**config.mk**
```make
export PLATFORM = sky130hd
export DESIGN_NAME = upload_stream_crc_verifier_unit
export DESIGN_NICKNAME = d
export VERILOG_FILES = /design/src/sv/uscv_pkg.sv /design/src/sv/upload_stream_crc_verifier_unit.sv /design/src/sv/uscv_out_buf.sv
export VERILOG_INCLUDE_DIRS = /design/src /design/src/sv
export SDC_FILE = /design/constraint.sdc
export NUM_CORES = 1
export LEC_CHECK = 0
export BUFFER_PORTS_ARGS = -buffer_cell sky130_fd_sc_hd__buf_2
export CAP_MARGIN = 10
export CORE_MARGIN = 1.5
export CORE_UTILIZATION = 40
export DETAILED_ROUTE_END_ITERATION = 16
export PLACE_DENSITY = 0.56
export SYNTH_ARGS = -nofsm -noshare
export SYNTH_HDL_FRONTEND = slang
export SYNTH_SLANG_ARGS = --single-unit
```
**constraint.sdc**
```tcl
create_clock -name clk -period 33.5 [get_ports clk]
set_clock_uncertainty 0.05 [all_clocks]
set_input_delay 6.7 -clock clk [delete_from_list [all_inputs] [get_ports clk]]
set_output_delay 6.7 -clock clk [all_outputs]
set_load 0.01 [all_outputs]
```
**src/sv/upload_stream_crc_verifier_unit_defines.svh**
```systemverilog
`ifndef UPLOAD_STREAM_CRC_VERIFIER_UNIT_DEFINES_SVH
`define UPLOAD_STREAM_CRC_VERIFIER_UNIT_DEFINES_SVH

// Same-cycle implication, disabled during reset.
`define USCV_ASSERT_NOW(label, clk, rst, cond, prop) \
  label: assert property (@(posedge clk) disable iff (rst) (cond) |-> (prop)) \
    else $error("uscv assertion failed");

// Next-cycle implication, disabled during reset.
`define USCV_ASSERT_NEXT(label, clk, rst, cond, prop) \
  label: assert property (@(posedge clk) disable iff (rst) (cond) |=> (prop)) \
    else $error("uscv assertion failed");

`endif

```
**src/sv/uscv_pkg.sv**
```systemverilog
package uscv_pkg;

  localparam int unsigned PAGE_BYTES_DEFAULT = 256;

  localparam logic [31:0] CRC_POLY      = 32'hEDB8_8320;
  localparam logic [31:0] CRC_INIT      = 32'hFFFF_FFFF;
  localparam logic [31:0] TOTAL_RESET   = 32'd1;
  localparam logic [31:0] EXPECT_RESET  = 32'd0;
  localparam logic [31:0] TIMEOUT_RESET = 32'd15000000;

  typedef enum logic [1:0] {
    OP_ARM   = 2'd0,
    OP_DATA  = 2'd1,
    OP_ABORT = 2'd2,
    OP_TICK  = 2'd3
  } opcode_t;

  typedef enum logic [1:0] {
    REG_BYTE_TARGET   = 2'd0,
    REG_CRC_TARGET    = 2'd1,
    REG_TIMEOUT_TICKS = 2'd2
  } reg_index_t;

  typedef enum logic [2:0] {
    ST_TAKEN     = 3'd0,
    ST_OK        = 3'd1,
    ST_MISMATCH  = 3'd2,
    ST_TIMEOUT   = 3'd3,
    ST_ABORTED   = 3'd4,
    ST_READY     = 3'd5,
    ST_BUSY      = 3'd6,
    ST_NOSESSION = 3'd7
  } status_t;

  typedef struct packed {
    status_t     status;
    logic [7:0]  out_byte;
    logic [7:0]  page_offset;
    logic        page_end;
    logic [31:0] final_crc;
    logic [31:0] received_count;
  } result_t;

  function automatic logic [31:0] crc_byte(input logic [31:0] crc_in, input logic [7:0] b);
    logic [31:0] c;
    c = crc_in ^ {24'b0, b};
    for (int i = 0; i < 8; i++) begin
      c = (c >> 1) ^ (c[0] ? CRC_POLY : 32'b0);
    end
    return c;
  endfunction

endpackage

```
**src/sv/upload_stream_crc_verifier_unit.sv**
```systemverilog
// Upload session receiver with a reflected CRC-32 check (polynomial 0xEDB88320).
// Requests carry an opcode (arm, data byte, abort, tick); a new one is accepted
// every cycle while the two-entry result buffer has room. The per-request path
// is the eight-step CRC XOR network on the byte plus the 32-bit count compare
// against the byte target, both between the session registers and the result
// buffer. in_ready drops only when a result waits in both buffer entries.
// Ticks with no session, and ticks short of the timeout, produce no result.
// Configuration writes are taken every cycle and should be made while the
// block is idle. page_offset carries the low 8 bits of the page position.
`include "upload_stream_crc_verifier_unit_defines.svh"

module upload_stream_crc_verifier_unit #(
  parameter int unsigned PAGE_BYTES = uscv_pkg::PAGE_BYTES_DEFAULT
) (
  input  logic        clk,
  input  logic        rst,
  input  logic        in_valid,
  output logic        in_ready,
  input  logic [1:0]  opcode,
  input  logic [7:0]  data_byte,
  output logic        out_valid,
  input  logic        out_ready,
  output logic [2:0]  status,
  output logic [7:0]  out_byte,
  output logic [7:0]  page_offset,
  output logic        page_end,
  output logic [31:0] final_crc,
  output logic [31:0] received_count,
  input  logic        cfg_valid,
  output logic        cfg_ready,
  input  logic [1:0]  cfg_index,
  input  logic [31:0] cfg_data
);

  localparam int unsigned PW = $clog2(PAGE_BYTES);

  logic [31:0] byte_target;
  logic [31:0] crc_target;
  logic [31:0] timeout_ticks;

  logic          active, active_next;
  logic [31:0]   crc, crc_next;
  logic [31:0]   count, count_next;
  logic [PW-1:0] pos, pos_next;
  logic [31:0]   idle, idle_next;

  logic              in_accept;
  logic              has_res;
  uscv_pkg::result_t res;
  uscv_pkg::result_t out_data;

  logic [PW+7:0] pos_ext;
  logic [31:0]   crc_upd;
  logic [31:0]   cnt_inc;
  logic [31:0]   idle_sat;
  logic [31:0]   fin;

  assign cfg_ready = 1'b1;
  assign in_accept = in_valid && in_ready;
  assign pos_ext   = {8'b0, pos};
  assign crc_upd   = uscv_pkg::crc_byte(crc, data_byte);
  assign cnt_inc   = count + 32'd1;
  assign idle_sat  = (idle == 32'hFFFF_FFFF) ? idle : idle + 32'd1;
  assign fin       = ~crc_upd;

  always_comb begin
    active_next = active;
    crc_next    = crc;
    count_next  = count;
    pos_next    = pos;
    idle_next   = idle;
    has_res     = 1'b1;
    res         = '0;
    res.status  = uscv_pkg::ST_NOSESSION;
    case (uscv_pkg::opcode_t'(opcode))
      uscv_pkg::OP_ARM: begin
        if (active) begin
          res.status = uscv_pkg::ST_BUSY;
        end else begin
          active_next = 1'b1;
          crc_next    = uscv_pkg::CRC_INIT;
          count_next  = '0;
          pos_next    = '0;
          idle_next   = '0;
          res.status  = uscv_pkg::ST_READY;
        end
      end
      uscv_pkg::OP_DATA: begin
        if (active) begin
          idle_next          = '0;
          res.out_byte       = data_byte;
          res.page_offset    = pos_ext[7:0];
          res.received_count = cnt_inc;
          if (pos == PW'(PAGE_BYTES - 1)) begin
            pos_next     = '0;
            res.page_end = 1'b1;
          end else begin
            pos_next = pos + PW'(1);
          end
          if (cnt_inc >= byte_target) begin
            res.page_end  = 1'b1;
            res.final_crc = fin;
            res.status    = (fin == crc_target) ? uscv_pkg::ST_OK : uscv_pkg::ST_MISMATCH;
            active_next   = 1'b0;
            crc_next      = uscv_pkg::CRC_INIT;
            count_next    = '0;
            pos_next      = '0;
            idle_next     = '0;
          end else begin
            crc_next   = crc_upd;
            count_next = cnt_inc;
            res.status = uscv_pkg::ST_TAKEN;
          end
        end
      end
      uscv_pkg::OP_ABORT: begin
        if (active) begin
          res.status         = uscv_pkg::ST_ABORTED;
          res.received_count = count;
          active_next        = 1'b0;
          crc_next           = uscv_pkg::CRC_INIT;
          count_next         = '0;
          pos_next           = '0;
          idle_next          = '0;
        end
      end
      uscv_pkg::OP_TICK: begin
        has_res = 1'b0;
        if (active) begin
          if (idle_sat >= timeout_ticks) begin
            has_res            = 1'b1;
            res.status         = uscv_pkg::ST_TIMEOUT;
            res.received_count = count;
            active_next        = 1'b0;
            crc_next           = uscv_pkg::CRC_INIT;
            count_next         = '0;
            pos_next           = '0;
            idle_next          = '0;
          end else begin
            idle_next = idle_sat;
          end
        end
      end
      default: begin
        has_res = 1'b0;
      end
    endcase
  end

  always_ff @(posedge clk) begin
    if (rst) begin
      byte_target   <= uscv_pkg::TOTAL_RESET;
      crc_target    <= uscv_pkg::EXPECT_RESET;
      timeout_ticks <= uscv_pkg::TIMEOUT_RESET;
    end else if (cfg_valid && cfg_ready) begin
      case (uscv_pkg::reg_index_t'(cfg_index))
        uscv_pkg::REG_BYTE_TARGET:   byte_target   <= cfg_data;
        uscv_pkg::REG_CRC_TARGET:    crc_target    <= cfg_data;
        uscv_pkg::REG_TIMEOUT_TICKS: timeout_ticks <= cfg_data;
        default: begin
        end
      endcase
    end
  end

  always_ff @(posedge clk) begin
    if (rst) begin
      active <= 1'b0;
      crc    <= uscv_pkg::CRC_INIT;
      count  <= '0;
      pos    <= '0;
      idle   <= '0;
    end else if (in_accept) begin
      active <= active_next;
      crc    <= crc_next;
      count  <= count_next;
      pos    <= pos_next;
      idle   <= idle_next;
    end
  end

  uscv_out_buf u_out_buf (
    .clk        (clk),
    .rst        (rst),
    .push_valid (in_valid && has_res),
    .push_ready (in_ready),
    .push_data  (res),
    .out_valid  (out_valid),
    .out_ready  (out_ready),
    .out_data   (out_data)
  );

  assign status         = out_data.status;
  assign out_byte       = out_data.out_byte;
  assign page_offset    = out_data.page_offset;
  assign page_end       = out_data.page_end;
  assign final_crc      = out_data.final_crc;
  assign received_count = out_data.received_count;

  `USCV_ASSERT_NOW(a_idle_is_clear, clk, rst, !active,
    count == 32'd0 && crc == uscv_pkg::CRC_INIT && idle == 32'd0)
  `USCV_ASSERT_NEXT(a_close_ends_session, clk, rst,
    in_accept && has_res && (res.status == uscv_pkg::ST_OK ||
    res.status == uscv_pkg::ST_MISMATCH || res.status == uscv_pkg::ST_TIMEOUT ||
    res.status == uscv_pkg::ST_ABORTED), !active)
  `USCV_ASSERT_NOW(a_ok_matches, clk, rst,
    in_accept && has_res && res.status == uscv_pkg::ST_OK, res.final_crc == crc_target)

endmodule

```
**src/sv/uscv_out_buf.sv**
```systemverilog
`include "upload_stream_crc_verifier_unit_defines.svh"

module uscv_out_buf (
  input  logic              clk,
  input  logic              rst,
  input  logic              push_valid,
  output logic              push_ready,
  input  uscv_pkg::result_t push_data,
  output logic              out_valid,
  input  logic              out_ready,
  output uscv_pkg::result_t out_data
);

  logic              main_valid;
  logic              skid_valid;
  uscv_pkg::result_t main;
  uscv_pkg::result_t skid;
  logic              push;

  assign push_ready = !skid_valid;
  assign push       = push_valid && push_ready;
  assign out_valid  = main_valid;
  assign out_data   = main;

  always_ff @(posedge clk) begin
    if (rst) begin
      main_valid <= 1'b0;
      skid_valid <= 1'b0;
    end else if (!main_valid || out_ready) begin
      if (skid_valid) begin
        main       <= skid;
        main_valid <= 1'b1;
        skid_valid <= 1'b0;
      end else begin
        main       <= push_data;
        main_valid <= push;
      end
    end else if (push) begin
      skid       <= push_data;
      skid_valid <= 1'b1;
    end
  end

  `USCV_ASSERT_NOW(a_skid_needs_main, clk, rst, skid_valid, main_valid)
  `USCV_ASSERT_NEXT(a_stall_fills_skid, clk, rst, push && main_valid && !out_ready, skid_valid)
  `USCV_ASSERT_NEXT(a_empty_no_skid, clk, rst, !main_valid, !skid_valid)

endmodule

```
==> qor.yml <==
grt_pass1_vias: 14779
period_minus_slack_ns: 9.276
cp.arrival_ns: 9.69
final_nets: 2256
initial_core_util_pct: 40.36
cts_tree: "built"
overflow: 0
n_fill_cell: 4658
finalCritPeriodShare_pct: 27.69
clock-sinks: 371
cts_resized: 0
routed_via_density: 5.667
async_reset_ff_share_pct: 0
rows: 81
cp_max_fo: 42
vias: 15816
hold_class: "reg2reg"
numCtsBuffers: 43
slew_viol_final: 0
hold_viol_final: 0
grt_use_total_pct: 23.09
synth_edf_count: 168
antenna_left: 0
irDropWorstVdd_mv: 0.04123
gp_congestion: 0.8817
wl_mm: 58.45
area_growth_pct: 13.63
netlist_area_um2: 19630
antenna_cells: 0
rsz0062_at_grt: "false"
drc_errors: 0
dieWidth_um: 224.6
slew_headroom_pct: 22.61
worst_slack_ns: 24.22
hpwl_mm: 41.21
cts.root.buffer_cell: "clkbuf_16"
clkTransAtPathRegs_ns: 0.06
io_pins: 136
setup_viol: 0
slowest_delay_ns: 0.94
multiInputGateArea_um2: 9688
hold_buffers: 0
die_area_um2: 50420
fp.dieH_um: 224.6
synth.distinct_cells: 80
ys.flop_type: "dfxtp_1"
power.density_nw_per_um2: 49.04
final.setup.tns_ns: 0
drive_gt1_share_pct: 13.46
seq_area_um2: 9112
run_status: "complete, no violations"
ys_ff_latch: 371
worstSetupPathType: "in2reg"
core_area_um2: 48650
clock_path_buffers: 3
avgSynthCellArea_um2: 9.499
clk_latency_ns: 0.57
power.leakage_nw: 8.524
pre_cts_ws_ns: 23.59
wire_per_inst_um: 20.94
startpoint_type: "input port"
timing.hold.ws_ns: 0.4034
synthCells: 2067
crit_required_ns: 33.91
drv_cap: 0
ys_warn_count: 0
dr.pass1.iters: 7
total_power_mw: 1.094
portBuffers: 134
drtIter0Drc: 1196
grt_antenna_before_repair: 0
ys_seq_area_share_pct: 46.39
clock.fmax_ghz: 0.1078
cp-end-kind: "register"
path_cells: "buf_2 -> inv_1 -> ha_1 -> nand2b_1 -> a21oi_1 -> a21boi_4 -> o21ai_0 -> a32o_1"
cts_max_level: 2
post_cts_buffers: 0
grt_max_degree: 93
crit_slowest_cell: "a21boi_4"
synth_nets: 2187
grt_pass1_wl_mm: 89.48
tightest_slew_ns: 1.158
[worst max-delay path: cells and delay by family]
family                     cells  cell delay (ns)
adders and majority gates      1             0.21
AOI/OAI and AO/OA              4             1.94
and+or+nand+nor                1             0.60
buffers and inverters          2             0.20
[synthesized netlist by cell type (7+ instances only)]
cell type  instances  share of area [%]
xor2_1            44                2.0
xnor2_4            7               0.98
mux2_2            24                1.4
and3_1            38                1.2
nand4_1           28               0.89
dfxtp_1          203                 21
nor3_1            51                1.3
a31oi_1           15               0.48
or3_1             12               0.38
xnor3_1           22                2.5
nand3_1           68                1.7
a21o_1            12               0.46
edfxtp_1         168                 26
a22o_1            28                1.2
xnor2_1           83                3.7
or4_1             11               0.42
o31ai_1           33                1.3
nor3b_1           12               0.46
o41ai_1            8               0.36
a32o_1            11               0.56
nand2b_1          11               0.35
nor2_1           127                2.4
buf_1              7               0.13
and4_1             8               0.36
clkbuf_1         121                2.3
a221oi_1          11               0.49
ha_1              71                4.5
o21ai_0           82                2.1
a21oi_1          169                4.3
nor4_1             8               0.25
nand2_1          310                5.9
buf_2             10               0.25
a22oi_1           12               0.46
and2_1            10               0.32
or2_2              7               0.22
inv_1             93                1.8
o211ai_1          38                1.5
[logic make-up (layout without fill, tap and decap cells)]
family | after synthesis | in the layout | synth area share, %
and+or+nand+nor | 716 | 716 | 16.87
AOI/OAI and AO/OA | 484 | 484 | 16.08
muxes | 26 | 26 | 1.478
DFF | 371 | 371 | 46.39
adders and majority gates | 71 | 71 | 4.525
other | 1 | 1 | 0.01910
xor gates and xnor gates | 164 | 164 | 10.06
buffers and inverters | 234 | 336 | 4.576
[cell type report]
class                      count  area share, %
tap                          622          3.488
multi-input combinational   1462          43.42
clock buffer                  64          5.692
sequential                   371          40.84
timing repair buffer         164          4.296
clock inverter                14         0.6730
inverter                      94          1.582
[layer usage]
| layer | routed length, µm | up-vias | share of wire, % | track usage, % |
|---|---|---|---|---|
| met4 | 1248 | 0 | 2.1 | 6.495 |
| met3 | 3699 | 74 | 6.3 | 3.148 |
| met5 | 0 | - | 0 | 0 |
| met1 | 26710 | 7621 | 46 | 32.51 |
| met2 | 26800 | 572 | 46 | 37.09 |
| li1 | - | 7549 | - | - |
[registers in the layout (all words and copies together), names as in the netlist]
register and cells:
u_out_buf.out_data 84, u_out_buf.skid 84, byte_target 32, count 32
crc 32, crc_target 32, idle 32, timeout_ticks 32
pos 8, active 1, u_out_buf.out_valid 1, u_out_buf.skid_valid 1
[final timing paths]
| kind | start | end | slack, ns | cells after the start |
|---|---|---|---|---|
| setup / recovery | opcode[0] | pos[6]$_SDFFE_PP0P_ | 24.22 | 8 |
| hold reg to reg | timeout_ticks[29]$_SDFFE_PP0P_ | timeout_ticks[29]$_SDFFE_PP0P_ | 0.40 | 2 |
| setup reg to reg | count[0]$_SDFFE_PP0P_ | count[16]$_SDFFE_PP0P_ | 27.20 | 17 |
| hold / removal | timeout_ticks[29]$_SDFFE_PP0P_ | timeout_ticks[29]$_SDFFE_PP0P_ | 0.40 | 2 |
[where the power goes]
group	leakage (nW)	total (mW)	internal, mW	switching (mW)
sequential	3.37	0.489	0.483	0.00595
clock	0.697	0.476	0.286	0.191
combinational	4.46	0.129	0.0451	0.0838
[stage by stage]
| step | std cells | cell area [µm²] | utilization (%) |
|---|---|---|---|
| after floorplan | 2067 | 19630 | - |
| after global placement | 2710 | 20810 | 42.77 |
| after detailed placement | 2712 | 20860 | 42.89 |
| after CTS | 2790 | 22280 | 45.81 |
| after global routing | 2791 | 22310 | 45.86 |
| final | 2791 | 22310 | 45.86 |
[layout by cell type, fill, tap and decap left out, types with 44 or more instances in the layout]
cell,count
clkbuf_16,47
ha_1,71
nor2_1,124
inv_1,93
dfxtp_1,202
buf_2,133
a21oi_1,169
xor2_1,44
edfxtp_1,168
nand3_1,68
xnor2_1,82
o21ai_0,82
nor3_1,51
nand2_1,310
(Power assumes the default switching activity.)
